===== config.mk =====
export PLATFORM = sky130hd
export DESIGN_NAME = max_heap_priority_queue_core_flat
export DESIGN_NICKNAME = d
export VERILOG_FILES = /design/src/rtl/mhpq_pkg.sv /design/src/rtl/mhpq_req_if.sv /design/src/rtl/mhpq_rsp_if.sv /design/src/rtl/mhpq_ctrl.sv /design/src/rtl/mhpq_datapath.sv /design/src/rtl/max_heap_priority_queue_core.sv /design/src/flat_wrapper.sv
export SDC_FILE = /design/constraint.sdc
export NUM_CORES = 2
export LEC_CHECK = 0
export BUFFER_PORTS_ARGS = -buffer_cell sky130_fd_sc_hd__clkbuf_2
export CORE_ASPECT_RATIO = 1.1
export CORE_MARGIN = 2
export CORE_UTILIZATION = 50
export DETAILED_ROUTE_END_ITERATION = 8
export PLACE_DENSITY_LB_ADDON = 0.2
export SYNTH_ARGS = -nofsm -noshare
export SYNTH_HDL_FRONTEND = slang
export SYNTH_SLANG_ARGS = --single-unit

===== constraint.sdc =====
create_clock -name clk -period 13.1 [get_ports clk]
set_clock_uncertainty 0.1 [all_clocks]
set_input_delay 1.31 -clock clk [delete_from_list [all_inputs] [get_ports clk]]
set_output_delay 1.31 -clock clk [all_outputs]
set_load 0.005 [all_outputs]

===== src/rtl/mhpq_pkg.sv =====
// Shared types and constants for the max-heap priority queue.
package mhpq_pkg;

    localparam int FUNC_W   = 2;
    localparam int DATA_W   = 32;
    localparam int STATUS_W = 2;
    localparam int COUNT_W  = 7;
    localparam int LEVELS_W = 3;

    typedef enum logic [FUNC_W-1:0] {
        FUNC_INSERT     = 2'd0,
        FUNC_REMOVE_MAX = 2'd1,
        FUNC_DELETE     = 2'd2,
        FUNC_SEARCH     = 2'd3
    } func_t;

    typedef enum logic [STATUS_W-1:0] {
        ST_OK        = 2'd0,
        ST_FULL      = 2'd1,
        ST_EMPTY     = 2'd2,
        ST_NOT_FOUND = 2'd3
    } status_t;

    typedef enum logic [4:0] {
        DP_NONE,
        DP_SET_FULL,
        DP_SET_EMPTY,
        DP_INS_PLACE,
        DP_UP_READ,
        DP_UP_MOVE,
        DP_WRITE_VAL,
        DP_READ_ROOT,
        DP_LATCH_REMOVED,
        DP_SCAN,
        DP_TAKE,
        DP_TAKE_LOAD,
        DP_DN_READ_L,
        DP_DN_LATCH_L,
        DP_DN_LATCH_R,
        DP_DN_MOVE,
        DP_TOP_LATCH,
        DP_OUT_LOAD
    } dp_op_t;

    typedef enum logic [3:0] {
        S_IDLE,
        S_DISPATCH,
        S_UP_RD,
        S_UP_CMP,
        S_RM_LD,
        S_SCAN,
        S_TAKE,
        S_TAKE_LD,
        S_DN_RDL,
        S_DN_LATL,
        S_DN_LATR,
        S_DN_DEC,
        S_TOP_RD,
        S_TOP_LD,
        S_FIN
    } state_t;

    typedef struct packed {
        logic   req_ready;
        dp_op_t op;
    } cmd_t;

    typedef struct packed {
        logic  req_valid;
        func_t func;
        logic  full;
        logic  empty;
        logic  hole_zero;
        logic  up_greater;
        logic  left_exists;
        logic  right_exists;
        logic  child_big;
        logic  moved;
        logic  scan_found;
        logic  scan_miss;
        logic  take_fill;
        logic  out_free;
    } stat_t;

endpackage


===== src/rtl/mhpq_req_if.sv =====
// Request channel interface: operation code and operand value.
interface mhpq_req_if;
    import mhpq_pkg::*;

    logic                     valid;
    logic                     ready;
    logic [FUNC_W-1:0]        func;
    logic signed [DATA_W-1:0] value;

    modport source (output valid, output func, output value, input ready);
    modport sink (input valid, input func, input value, output ready);
endinterface


===== src/rtl/mhpq_rsp_if.sv =====
// Result channel interface: status, removed value, maximum, count and tree levels.
interface mhpq_rsp_if;
    import mhpq_pkg::*;

    logic                     valid;
    logic                     ready;
    logic [STATUS_W-1:0]      status;
    logic signed [DATA_W-1:0] removed_value;
    logic signed [DATA_W-1:0] top_value;
    logic [COUNT_W-1:0]       entry_count;
    logic [LEVELS_W-1:0]      tree_levels;

    modport source (output valid, output status, output removed_value, output top_value,
                    output entry_count, output tree_levels, input ready);
    modport sink (input valid, input status, input removed_value, input top_value,
                  input entry_count, input tree_levels, output ready);
endinterface


===== src/rtl/mhpq_ctrl.sv =====
// Sequencing state machine for the heap operations.
module mhpq_ctrl (
    input  logic            clk,
    input  logic            rst_n,
    input  mhpq_pkg::stat_t stat,
    output mhpq_pkg::cmd_t  cmd
);
    import mhpq_pkg::*;

    state_t state_reg;
    state_t state_next;

    always_ff @(posedge clk or negedge rst_n)
    begin
        if (!rst_n)
        begin
            state_reg <= S_IDLE;
        end
        else
        begin
            state_reg <= state_next;
        end
    end

    always_comb
    begin
        state_next = state_reg;
        unique case (state_reg)
            S_IDLE:
            begin
                if (stat.req_valid)
                begin
                    state_next = S_DISPATCH;
                end
            end
            S_DISPATCH:
            begin
                unique case (stat.func)
                    FUNC_INSERT:     state_next = stat.full ? S_TOP_RD : S_UP_RD;
                    FUNC_REMOVE_MAX: state_next = stat.empty ? S_TOP_RD : S_RM_LD;
                    FUNC_DELETE:     state_next = S_SCAN;
                    FUNC_SEARCH:     state_next = S_SCAN;
                    default:         state_next = S_TOP_RD;
                endcase
            end
            S_UP_RD:   state_next = stat.hole_zero ? S_TOP_RD : S_UP_CMP;
            S_UP_CMP:  state_next = stat.up_greater ? S_UP_RD : S_TOP_RD;
            S_RM_LD:   state_next = S_TAKE;
            S_SCAN:
            begin
                if (stat.scan_found)
                begin
                    state_next = (stat.func == FUNC_DELETE) ? S_TAKE : S_TOP_RD;
                end
                else if (stat.scan_miss)
                begin
                    state_next = S_TOP_RD;
                end
            end
            S_TAKE:    state_next = stat.take_fill ? S_TAKE_LD : S_TOP_RD;
            S_TAKE_LD: state_next = S_DN_RDL;
            S_DN_RDL:
            begin
                if (stat.left_exists)
                begin
                    state_next = S_DN_LATL;
                end
                else
                begin
                    state_next = stat.moved ? S_TOP_RD : S_UP_RD;
                end
            end
            S_DN_LATL: state_next = stat.right_exists ? S_DN_LATR : S_DN_DEC;
            S_DN_LATR: state_next = S_DN_DEC;
            S_DN_DEC:
            begin
                if (stat.child_big)
                begin
                    state_next = S_DN_RDL;
                end
                else
                begin
                    state_next = stat.moved ? S_TOP_RD : S_UP_RD;
                end
            end
            S_TOP_RD:  state_next = S_TOP_LD;
            S_TOP_LD:  state_next = S_FIN;
            S_FIN:
            begin
                if (stat.out_free)
                begin
                    state_next = S_IDLE;
                end
            end
            default:   state_next = S_IDLE;
        endcase
    end

    always_comb
    begin
        cmd.req_ready = 1'b0;
        cmd.op        = DP_NONE;
        unique case (state_reg)
            S_IDLE:    cmd.req_ready = 1'b1;
            S_DISPATCH:
            begin
                unique case (stat.func)
                    FUNC_INSERT:     cmd.op = stat.full ? DP_SET_FULL : DP_INS_PLACE;
                    FUNC_REMOVE_MAX: cmd.op = stat.empty ? DP_SET_EMPTY : DP_READ_ROOT;
                    FUNC_DELETE:     cmd.op = DP_NONE;
                    FUNC_SEARCH:     cmd.op = DP_NONE;
                    default:         cmd.op = DP_NONE;
                endcase
            end
            S_UP_RD:   cmd.op = stat.hole_zero ? DP_WRITE_VAL : DP_UP_READ;
            S_UP_CMP:  cmd.op = stat.up_greater ? DP_UP_MOVE : DP_WRITE_VAL;
            S_RM_LD:   cmd.op = DP_LATCH_REMOVED;
            S_SCAN:    cmd.op = DP_SCAN;
            S_TAKE:    cmd.op = DP_TAKE;
            S_TAKE_LD: cmd.op = DP_TAKE_LOAD;
            S_DN_RDL:
            begin
                if (stat.left_exists)
                begin
                    cmd.op = DP_DN_READ_L;
                end
                else
                begin
                    cmd.op = stat.moved ? DP_WRITE_VAL : DP_NONE;
                end
            end
            S_DN_LATL: cmd.op = DP_DN_LATCH_L;
            S_DN_LATR: cmd.op = DP_DN_LATCH_R;
            S_DN_DEC:
            begin
                if (stat.child_big)
                begin
                    cmd.op = DP_DN_MOVE;
                end
                else
                begin
                    cmd.op = stat.moved ? DP_WRITE_VAL : DP_NONE;
                end
            end
            S_TOP_RD:  cmd.op = DP_READ_ROOT;
            S_TOP_LD:  cmd.op = DP_TOP_LATCH;
            S_FIN:     cmd.op = stat.out_free ? DP_OUT_LOAD : DP_NONE;
            default:   cmd.op = DP_NONE;
        endcase
    end

endmodule


===== src/rtl/mhpq_datapath.sv =====
// Heap storage, working registers, scan logic and result register.
module mhpq_datapath #(
    parameter int CAPACITY    = 64,
    parameter int VALUE_WIDTH = 32
) (
    input  logic            clk,
    input  logic            rst_n,
    input  mhpq_pkg::cmd_t  cmd,
    output mhpq_pkg::stat_t stat,
    mhpq_req_if.sink        req,
    mhpq_rsp_if.source      rsp
);
    import mhpq_pkg::*;

    localparam int CW = $clog2(CAPACITY + 1);
    localparam int IW = $clog2(CAPACITY);

    logic [VALUE_WIDTH-1:0] heap_mem [CAPACITY];

    logic                          mem_we;
    logic                          mem_re;
    logic [IW-1:0]                 mem_waddr;
    logic [IW-1:0]                 mem_raddr;
    logic signed [VALUE_WIDTH-1:0] mem_wdata;
    logic signed [VALUE_WIDTH-1:0] rdata_reg;

    func_t                         func_reg, func_next;
    logic signed [VALUE_WIDTH-1:0] target_reg, target_next;
    logic signed [VALUE_WIDTH-1:0] val_reg, val_next;
    logic signed [VALUE_WIDTH-1:0] child_reg, child_next;
    logic signed [VALUE_WIDTH-1:0] removed_reg, removed_next;
    logic signed [VALUE_WIDTH-1:0] top_reg, top_next;
    status_t                       status_reg, status_next;
    logic [IW-1:0]                 hole_reg, hole_next;
    logic [IW-1:0]                 pos_reg, pos_next;
    logic [IW-1:0]                 cidx_reg, cidx_next;
    logic [IW-1:0]                 pend_idx_reg, pend_idx_next;
    logic [CW-1:0]                 scan_idx_reg, scan_idx_next;
    logic [CW-1:0]                 cnt_reg, cnt_next;
    logic                          cbig_reg, cbig_next;
    logic                          moved_reg, moved_next;
    logic                          pend_reg, pend_next;

    logic                          out_valid_reg, out_valid_next;
    status_t                       out_status_reg, out_status_next;
    logic signed [DATA_W-1:0]      out_removed_reg, out_removed_next;
    logic signed [DATA_W-1:0]      out_top_reg, out_top_next;
    logic [COUNT_W-1:0]            out_count_reg, out_count_next;
    logic [LEVELS_W-1:0]           out_levels_reg, out_levels_next;

    logic [IW+1:0]                 l_idx;
    logic [IW+1:0]                 r_idx;
    logic [IW+1:0]                 cnt_ext;
    logic [IW-1:0]                 parent_idx;
    logic [CW-1:0]                 cnt_dec;
    logic                          scan_match;
    logic                          scan_miss;
    logic                          req_accept;
    logic signed [VALUE_WIDTH-1:0] best_val;
    logic [LEVELS_W-1:0]           levels;

    assign l_idx      = {1'b0, hole_reg, 1'b1};
    assign r_idx      = l_idx + (IW + 2)'(1);
    assign cnt_ext    = (IW + 2)'(cnt_reg);
    assign parent_idx = (hole_reg - IW'(1)) >> 1;
    assign cnt_dec    = cnt_reg - CW'(1);
    assign scan_match = pend_reg && (rdata_reg == target_reg);
    assign scan_miss  = !scan_match && (scan_idx_reg >= cnt_reg);
    assign best_val   = cbig_reg ? child_reg : val_reg;
    assign req_accept = req.valid && req.ready;
    assign req.ready  = cmd.req_ready;

    always_comb
    begin
        levels = '0;
        for (int k = 0; k < CW; k++)
        begin
            if (cnt_reg[k])
            begin
                levels = LEVELS_W'(k + 1);
            end
        end
    end

    always_comb
    begin
        stat.req_valid    = req.valid;
        stat.func         = func_reg;
        stat.full         = (cnt_reg == CW'(CAPACITY));
        stat.empty        = (cnt_reg == '0);
        stat.hole_zero    = (hole_reg == '0);
        stat.up_greater   = (val_reg > rdata_reg);
        stat.left_exists  = (l_idx < cnt_ext);
        stat.right_exists = (r_idx < cnt_ext);
        stat.child_big    = cbig_reg;
        stat.moved        = moved_reg;
        stat.scan_found   = scan_match;
        stat.scan_miss    = scan_miss;
        stat.take_fill    = (CW'(pos_reg) < cnt_dec);
        stat.out_free     = !out_valid_reg || rsp.ready;
    end

    always_comb
    begin
        func_next        = func_reg;
        target_next      = target_reg;
        val_next         = val_reg;
        child_next       = child_reg;
        removed_next     = removed_reg;
        top_next         = top_reg;
        status_next      = status_reg;
        hole_next        = hole_reg;
        pos_next         = pos_reg;
        cidx_next        = cidx_reg;
        pend_idx_next    = pend_idx_reg;
        scan_idx_next    = scan_idx_reg;
        cnt_next         = cnt_reg;
        cbig_next        = cbig_reg;
        moved_next       = moved_reg;
        pend_next        = pend_reg;
        out_valid_next   = out_valid_reg && !rsp.ready;
        out_status_next  = out_status_reg;
        out_removed_next = out_removed_reg;
        out_top_next     = out_top_reg;
        out_count_next   = out_count_reg;
        out_levels_next  = out_levels_reg;
        mem_we           = 1'b0;
        mem_re           = 1'b0;
        mem_waddr        = hole_reg;
        mem_raddr        = '0;
        mem_wdata        = val_reg;

        unique case (cmd.op)
            DP_NONE:      ;
            DP_SET_FULL:  status_next = ST_FULL;
            DP_SET_EMPTY: status_next = ST_EMPTY;
            DP_INS_PLACE:
            begin
                hole_next = cnt_reg[IW-1:0];
                cnt_next  = cnt_reg + CW'(1);
            end
            DP_UP_READ:
            begin
                mem_re    = 1'b1;
                mem_raddr = parent_idx;
            end
            DP_UP_MOVE:
            begin
                mem_we    = 1'b1;
                mem_wdata = rdata_reg;
                hole_next = parent_idx;
            end
            DP_WRITE_VAL: mem_we = 1'b1;
            DP_READ_ROOT: mem_re = 1'b1;
            DP_LATCH_REMOVED:
            begin
                removed_next = rdata_reg;
                pos_next     = '0;
            end
            DP_SCAN:
            begin
                if (scan_match)
                begin
                    pos_next  = pend_idx_reg;
                    pend_next = 1'b0;
                end
                else if (scan_miss)
                begin
                    status_next = ST_NOT_FOUND;
                    pend_next   = 1'b0;
                end
                else
                begin
                    mem_re        = 1'b1;
                    mem_raddr     = scan_idx_reg[IW-1:0];
                    pend_next     = 1'b1;
                    pend_idx_next = scan_idx_reg[IW-1:0];
                    scan_idx_next = scan_idx_reg + CW'(1);
                end
            end
            DP_TAKE:
            begin
                cnt_next  = cnt_dec;
                mem_re    = 1'b1;
                mem_raddr = cnt_dec[IW-1:0];
            end
            DP_TAKE_LOAD:
            begin
                val_next   = rdata_reg;
                hole_next  = pos_reg;
                moved_next = 1'b0;
            end
            DP_DN_READ_L:
            begin
                mem_re    = 1'b1;
                mem_raddr = l_idx[IW-1:0];
            end
            DP_DN_LATCH_L:
            begin
                child_next = rdata_reg;
                cidx_next  = l_idx[IW-1:0];
                cbig_next  = (rdata_reg > val_reg);
                mem_re     = 1'b1;
                mem_raddr  = r_idx[IW-1:0];
            end
            DP_DN_LATCH_R:
            begin
                if (rdata_reg > best_val)
                begin
                    child_next = rdata_reg;
                    cidx_next  = r_idx[IW-1:0];
                    cbig_next  = 1'b1;
                end
            end
            DP_DN_MOVE:
            begin
                mem_we     = 1'b1;
                mem_wdata  = child_reg;
                hole_next  = cidx_reg;
                moved_next = 1'b1;
                cbig_next  = 1'b0;
            end
            DP_TOP_LATCH: top_next = (cnt_reg == '0) ? '0 : rdata_reg;
            DP_OUT_LOAD:
            begin
                out_valid_next   = 1'b1;
                out_status_next  = status_reg;
                out_removed_next = DATA_W'(removed_reg);
                out_top_next     = DATA_W'(top_reg);
                out_count_next   = COUNT_W'(cnt_reg);
                out_levels_next  = levels;
            end
            default: ;
        endcase

        if (req_accept)
        begin
            func_next     = func_t'(req.func);
            target_next   = VALUE_WIDTH'(req.value);
            val_next      = VALUE_WIDTH'(req.value);
            status_next   = ST_OK;
            removed_next  = '0;
            scan_idx_next = '0;
            pend_next     = 1'b0;
            moved_next    = 1'b0;
            cbig_next     = 1'b0;
        end
    end

    always_ff @(posedge clk)
    begin
        if (mem_we)
        begin
            heap_mem[mem_waddr] <= mem_wdata;
        end
        if (mem_re)
        begin
            rdata_reg <= heap_mem[mem_raddr];
        end
    end

    always_ff @(posedge clk or negedge rst_n)
    begin
        if (!rst_n)
        begin
            cnt_reg       <= '0;
            out_valid_reg <= 1'b0;
            pend_reg      <= 1'b0;
            cbig_reg      <= 1'b0;
            moved_reg     <= 1'b0;
        end
        else
        begin
            cnt_reg       <= cnt_next;
            out_valid_reg <= out_valid_next;
            pend_reg      <= pend_next;
            cbig_reg      <= cbig_next;
            moved_reg     <= moved_next;
        end
    end

    always_ff @(posedge clk)
    begin
        func_reg        <= func_next;
        target_reg      <= target_next;
        val_reg         <= val_next;
        child_reg       <= child_next;
        removed_reg     <= removed_next;
        top_reg         <= top_next;
        status_reg      <= status_next;
        hole_reg        <= hole_next;
        pos_reg         <= pos_next;
        cidx_reg        <= cidx_next;
        pend_idx_reg    <= pend_idx_next;
        scan_idx_reg    <= scan_idx_next;
        out_status_reg  <= out_status_next;
        out_removed_reg <= out_removed_next;
        out_top_reg     <= out_top_next;
        out_count_reg   <= out_count_next;
        out_levels_reg  <= out_levels_next;
    end

    assign rsp.valid         = out_valid_reg;
    assign rsp.status        = out_status_reg;
    assign rsp.removed_value = out_removed_reg;
    assign rsp.top_value     = out_top_reg;
    assign rsp.entry_count   = out_count_reg;
    assign rsp.tree_levels   = out_levels_reg;

    a_count_bound: assert property (@(posedge clk) disable iff (!rst_n)
        cnt_reg <= CW'(CAPACITY))
        else $error("entry count exceeds capacity");

    a_count_step: assert property (@(posedge clk) disable iff (!rst_n)
        (cnt_reg == $past(cnt_reg)) || (cnt_reg == $past(cnt_reg) + CW'(1)) ||
        (cnt_reg == $past(cnt_reg) - CW'(1)))
        else $error("entry count moved by more than one");

    a_port_exclusive: assert property (@(posedge clk) disable iff (!rst_n)
        !(mem_we && mem_re))
        else $error("heap memory read and written in the same cycle");

    a_no_overwrite: assert property (@(posedge clk) disable iff (!rst_n)
        (cmd.op == DP_OUT_LOAD) |-> (!out_valid_reg || rsp.ready))
        else $error("result register loaded while still holding a result");

    a_load_shows: assert property (@(posedge clk) disable iff (!rst_n)
        (cmd.op == DP_OUT_LOAD) |=> out_valid_reg)
        else $error("loaded result not presented");

endmodule


===== src/rtl/max_heap_priority_queue_core.sv =====
// Top level of the bounded max-heap priority queue.
// The queue holds up to CAPACITY signed values in a binary heap kept in a single-port
// memory, and takes one request at a time: insert, remove maximum, delete first match,
// or search. Every request returns one result with the status, the removed maximum,
// the new maximum, the entry count and the number of tree levels. Request time is set
// by the single memory port, one access per cycle: insert takes longer the more levels
// the value climbs, remove maximum the more levels the filler value sinks, and delete
// or search first scan one entry per cycle, after which a delete restores heap order
// like a remove. With 64 entries the slowest request is a delete near the end of a
// full heap. A finished result waits in an output register while the next request
// is accepted.
module max_heap_priority_queue_core #(
    parameter int CAPACITY    = 64,
    parameter int VALUE_WIDTH = 32
) (
    input logic        clk,
    input logic        rst_n,
    mhpq_req_if.sink   req,
    mhpq_rsp_if.source rsp
);
    import mhpq_pkg::*;

    cmd_t  cmd;
    stat_t stat;

    mhpq_ctrl u_ctrl (
        .clk   (clk),
        .rst_n (rst_n),
        .stat  (stat),
        .cmd   (cmd)
    );

    mhpq_datapath #(
        .CAPACITY    (CAPACITY),
        .VALUE_WIDTH (VALUE_WIDTH)
    ) u_datapath (
        .clk   (clk),
        .rst_n (rst_n),
        .cmd   (cmd),
        .stat  (stat),
        .req   (req),
        .rsp   (rsp)
    );

endmodule

===== src/flat_wrapper.sv =====
// flat-port wrapper written by rule: the top's interface ports become plain ports
module max_heap_priority_queue_core_flat import mhpq_pkg::*;
#(
    parameter int CAPACITY    = 64,
    parameter int VALUE_WIDTH = 32
)
  (clk, rst_n, req_valid, req_func, req_value, req_ready, rsp_valid, rsp_status, rsp_removed_value, rsp_top_value, rsp_entry_count, rsp_tree_levels, rsp_ready);
  mhpq_req_if req_i ();
  mhpq_rsp_if rsp_i ();
  input logic clk;
  input logic rst_n;
  input wire logic [$bits(req_i.valid)-1:0] req_valid;
  input wire logic [$bits(req_i.func)-1:0] req_func;
  input wire logic [$bits(req_i.value)-1:0] req_value;
  output wire logic [$bits(req_i.ready)-1:0] req_ready;
  output wire logic [$bits(rsp_i.valid)-1:0] rsp_valid;
  output wire logic [$bits(rsp_i.status)-1:0] rsp_status;
  output wire logic [$bits(rsp_i.removed_value)-1:0] rsp_removed_value;
  output wire logic [$bits(rsp_i.top_value)-1:0] rsp_top_value;
  output wire logic [$bits(rsp_i.entry_count)-1:0] rsp_entry_count;
  output wire logic [$bits(rsp_i.tree_levels)-1:0] rsp_tree_levels;
  input wire logic [$bits(rsp_i.ready)-1:0] rsp_ready;
  assign req_i.valid = req_valid;
  assign req_i.func = req_func;
  assign req_i.value = req_value;
  assign req_ready = req_i.ready;
  assign rsp_valid = rsp_i.valid;
  assign rsp_status = rsp_i.status;
  assign rsp_removed_value = rsp_i.removed_value;
  assign rsp_top_value = rsp_i.top_value;
  assign rsp_entry_count = rsp_i.entry_count;
  assign rsp_tree_levels = rsp_i.tree_levels;
  assign rsp_i.ready = rsp_ready;
  max_heap_priority_queue_core #(.CAPACITY(CAPACITY), .VALUE_WIDTH(VALUE_WIDTH)) u_core (.clk(clk), .rst_n(rst_n), .req(req_i), .rsp(rsp_i));
endmodule

==> results.py <==
metrics = {
    "status": {
        "status": "finished clean",
    },
    "power": {
        "p_leak_nw": 35.7,
        "p_per_area_mw_per_mm2": 256,
        "vdd_ir_drop_max_mv": 0.346,
        "total_power_mw": 27.3,
    },
    "drt": {
        "wl_per_cell_um": 28.9,
        "wirelength_um": 277000,
        "vias_per_cell": 6.14,
        "vias": 58800,
        "drt_iter0_drc": 7868,
        "drc": 0,
        "drt-pass1-iter-count": 6,
        "final_antenna_net_count": 0,
    },
    "clock_tree": {
        "cts.repair.resized": 0,
        "clk_latency_ns": 0.90,
        "post_cts_buffers": 0,
        "clock_sinks": 2366,
        "htreeDepth": 4,
        "clkTransAtPathRegs_ns": 0.07,
        "numCtsBuffers": 223,
        "cts_tree": "yes",
        "cts_hold_buf": 0,
        "root_buffer": "clkbuf_16",
        "clockBufferDepth": 3,
    },
    "global_routing": {
        "grt_max_degree": 161,
        "grt_pass1_wl_um": 395000,
        "grt.overflow.total": 0,
        "grt_pass1_vias": 56200,
        "grt_antenna_before_repair": 12,
        "grt_use_total": 0.282,
    },
    "sta": {
        "clock.fmax_ghz": 0.135,
        "rsz0062_at_grt": "no",
        "finalHoldViolCount": 0,
        "fin_crit_ns": 7.42,
        "slew_viol_final": 0,
        "relSlewSlack": 0.121,
        "setup_viol": 0,
        "finalCritPeriodShare": 0.566,
        "finalSetupTns_ns": 0,
        "worst_slew_pin_slew_ns": 1.31,
    },
    "job": {
        "drv_cap": 0,
    },
    "finish": {
        "drive_gt1_frac": 0.111,
        "final_cell_mix": "2,310 x edfxtp_1, 1,543 x nand2_1, 384 x mux2i_1",
        "area_growth_pct": 11.7,
        "fin_nets": 6971,
        "fillers": 15200,
        "largest_register_ffs": 2048,
        "regMostFlops": "u_core.u_datapath.heap_mem",
        "layout_commonest_cell": "edfxtp_1",
    },
    "worst_setup_path": {
        "cp_slowest_stage_delay_ns": 0.77,
        "cp-start-kind": "flop",
        "path_common_cell": "buf_4",
        "cp_max_fo": 131,
        "crit_slowest_cell": "or4b_1",
        "crit_arrival_ns": 7.93,
        "crit_chain": "inv_1 -> ha_1 -> nor3b_4 -> nand3_1 -> buf_4 -> a211oi_1 -> or4b_1 -> o2111ai_4 -> buf_4 -> buf_12 -> mux2i_1 -> o22ai_1 -> o21ai_0 -> o221ai_1 -> a41o_1",
        "worstSetupPathType": "flop to flop",
        "crit_path_end_kind": "flop",
        "cp_data_required_time_ns": 13.61,
    },
    "synth": {
        "synth.ff_latch_count": 2366,
        "async_flop_share": 0.00634,
        "syn-num-nets": 6844,
        "synth-edff-count": 2310,
        "synthCells": 6712,
        "ys_types": 89,
        "ys.flop_type": "edfxtp_1",
        "ys_warn_count": 0,
        "synth_area_sq_mm": 0.0954,
        "postSynthAreaPerCell_sq_um": 14.2,
        "ys_seq_area_frac": 0.740,
    },
    "floorplan": {
        "die_area_sq_mm": 0.194,
        "dieHeight_um": 462,
        "core_sq_mm": 0.190,
        "rows": 168,
        "die_w_um": 420,
        "pin_count": 116,
        "initial_core_util": 0.502,
    },
    "placement": {
        "gp_congestion": 0.913,
        "dpl.hpwl_um": 153000,
        "numPortBuffers": 115,
    },
    "worst_hold_path": {
        "hold_path.class": "primary input to asynchronous set/reset pin",
    },
}
-- cell type report --
class,count,area (sq um),share of cell area
Clock inverter,150,1350,0.0127
Multi-Input combinational cell,3874,23300,0.218
Antenna cell,2,5.00,0.0000469
Timing Repair Buffer,317,2240,0.0210
Inverter,57,215,0.00202
Sequential cell,2366,70600,0.662
Tap cell,2550,3190,0.0299
Clock buffer,267,5750,0.0539
-- logic make-up after synthesis --
| kind of cell | after synthesis | synth area share |
|---|---|---|
| AO/OA/AOI/OAI | 952 | 0.0695 |
| XOR/XNOR | 62 | 0.00569 |
| adder cells (fa/ha/maj) | 94 | 0.0123 |
| buffers and inverters | 472 | 0.0229 |
| flip-flops | 2366 | 0.740 |
| multiplexers | 385 | 0.0404 |
| AND/OR/NAND/NOR | 2381 | 0.110 |
-- routing by layer --
| layer | up-vias | track usage | share of wire |
|---|---|---|---|
| met2 | 3079 | 0.454 | 0.47 |
| li1 | 25700 | - | - |
| met4 | 2 | 0.124 | 0.048 |
| met1 | 29600 | 0.382 | 0.39 |
| met5 | - | 0 | 0.000069 |
| met3 | 530 | 0.0453 | 0.092 |
-- critical path, delay by kind of cell (launching register included) --
family	cells	cell delay [ns]
AO/OA/AOI/OAI	6	2.55
adder cells (fa/ha/maj)	1	0.28
buffers and inverters	4	1.89
flip-flops	1	0.52
multiplexers	1	0.27
AND/OR/NAND/NOR	3	1.06
-- synth_stat cells (25+ instances only) --
| cell type | count | area [sq um] |
|---|---|---|
| a221o_1 | 30 | 300 |
| and3_1 | 165 | 1030 |
| a221oi_1 | 34 | 298 |
| a311oi_1 | 67 | 587 |
| nor4_1 | 77 | 482 |
| o22ai_1 | 165 | 1030 |
| buf_2 | 164 | 821 |
| a31oi_1 | 96 | 601 |
| a21oi_1 | 170 | 851 |
| inv_1 | 55 | 206 |
| nand2_1 | 1576 | 5920 |
| mux2i_1 | 384 | 3840 |
| buf_1 | 25 | 93.8 |
| clkbuf_1 | 182 | 683 |
| buf_4 | 30 | 225 |
| a32oi_1 | 30 | 263 |
| o221ai_1 | 29 | 254 |
| nor3_1 | 74 | 370 |
| xnor2_1 | 52 | 455 |
| a22oi_1 | 36 | 270 |
| a311o_1 | 34 | 340 |
| ha_1 | 94 | 1180 |
| o21ai_0 | 130 | 651 |
| a41o_1 | 30 | 300 |
| and2_1 | 41 | 257 |
| nand4_1 | 28 | 175 |
| dfxtp_1 | 41 | 821 |
| a21o_1 | 31 | 233 |
| nand3_1 | 285 | 1430 |
| edfxtp_1 | 2310 | 69400 |
| nor2_1 | 64 | 240 |
-- through the flow --
stage               instance area (sq um)  utilization  cells  setup WS [ns]  hold slack (ns)
finish                             107000        0.561   9583           5.68            0.270
global route                       107000        0.561   9582           5.51            0.271
CTS                                107000        0.561   9581           5.89            0.239
detailed placement                  99500        0.524   9164           5.76            0.305
global placement                    99500        0.524   9164           5.75            0.304
floorplan                           95400            -   6712           5.87            0.300
-- path summary, 6_finish.rpt --
check,from,to,slack [ns],cells past startpoint
worst max register to register,u_core.u_datapath.cnt_reg[0],u_core.u_datapath.rdata_reg[15],5.68,15
worst max-delay path,u_core.u_datapath.cnt_reg[0],u_core.u_datapath.rdata_reg[15],5.68,15
min in group clk,u_core.u_datapath.removed_reg[10],u_core.u_datapath.rsp.removed_value[10],0.31,0
max in group asynchronous,rst_n,u_core.u_datapath.cbig_reg,12.28,1
worst min-delay path,rst_n,u_core.u_datapath.cnt_reg[2],0.27,1
worst min register to register,u_core.u_datapath.removed_reg[10],u_core.u_datapath.rsp.removed_value[10],0.31,0
-- power by group --
group	total [mW]	internal [mW]	switching, mW
registers	9.89	9.55	0.346
clock network	6.30	3.44	2.86
logic	11.1	3.12	7.96
total	27.3	16.1	11.2
(Power assumes the default switching activity.)
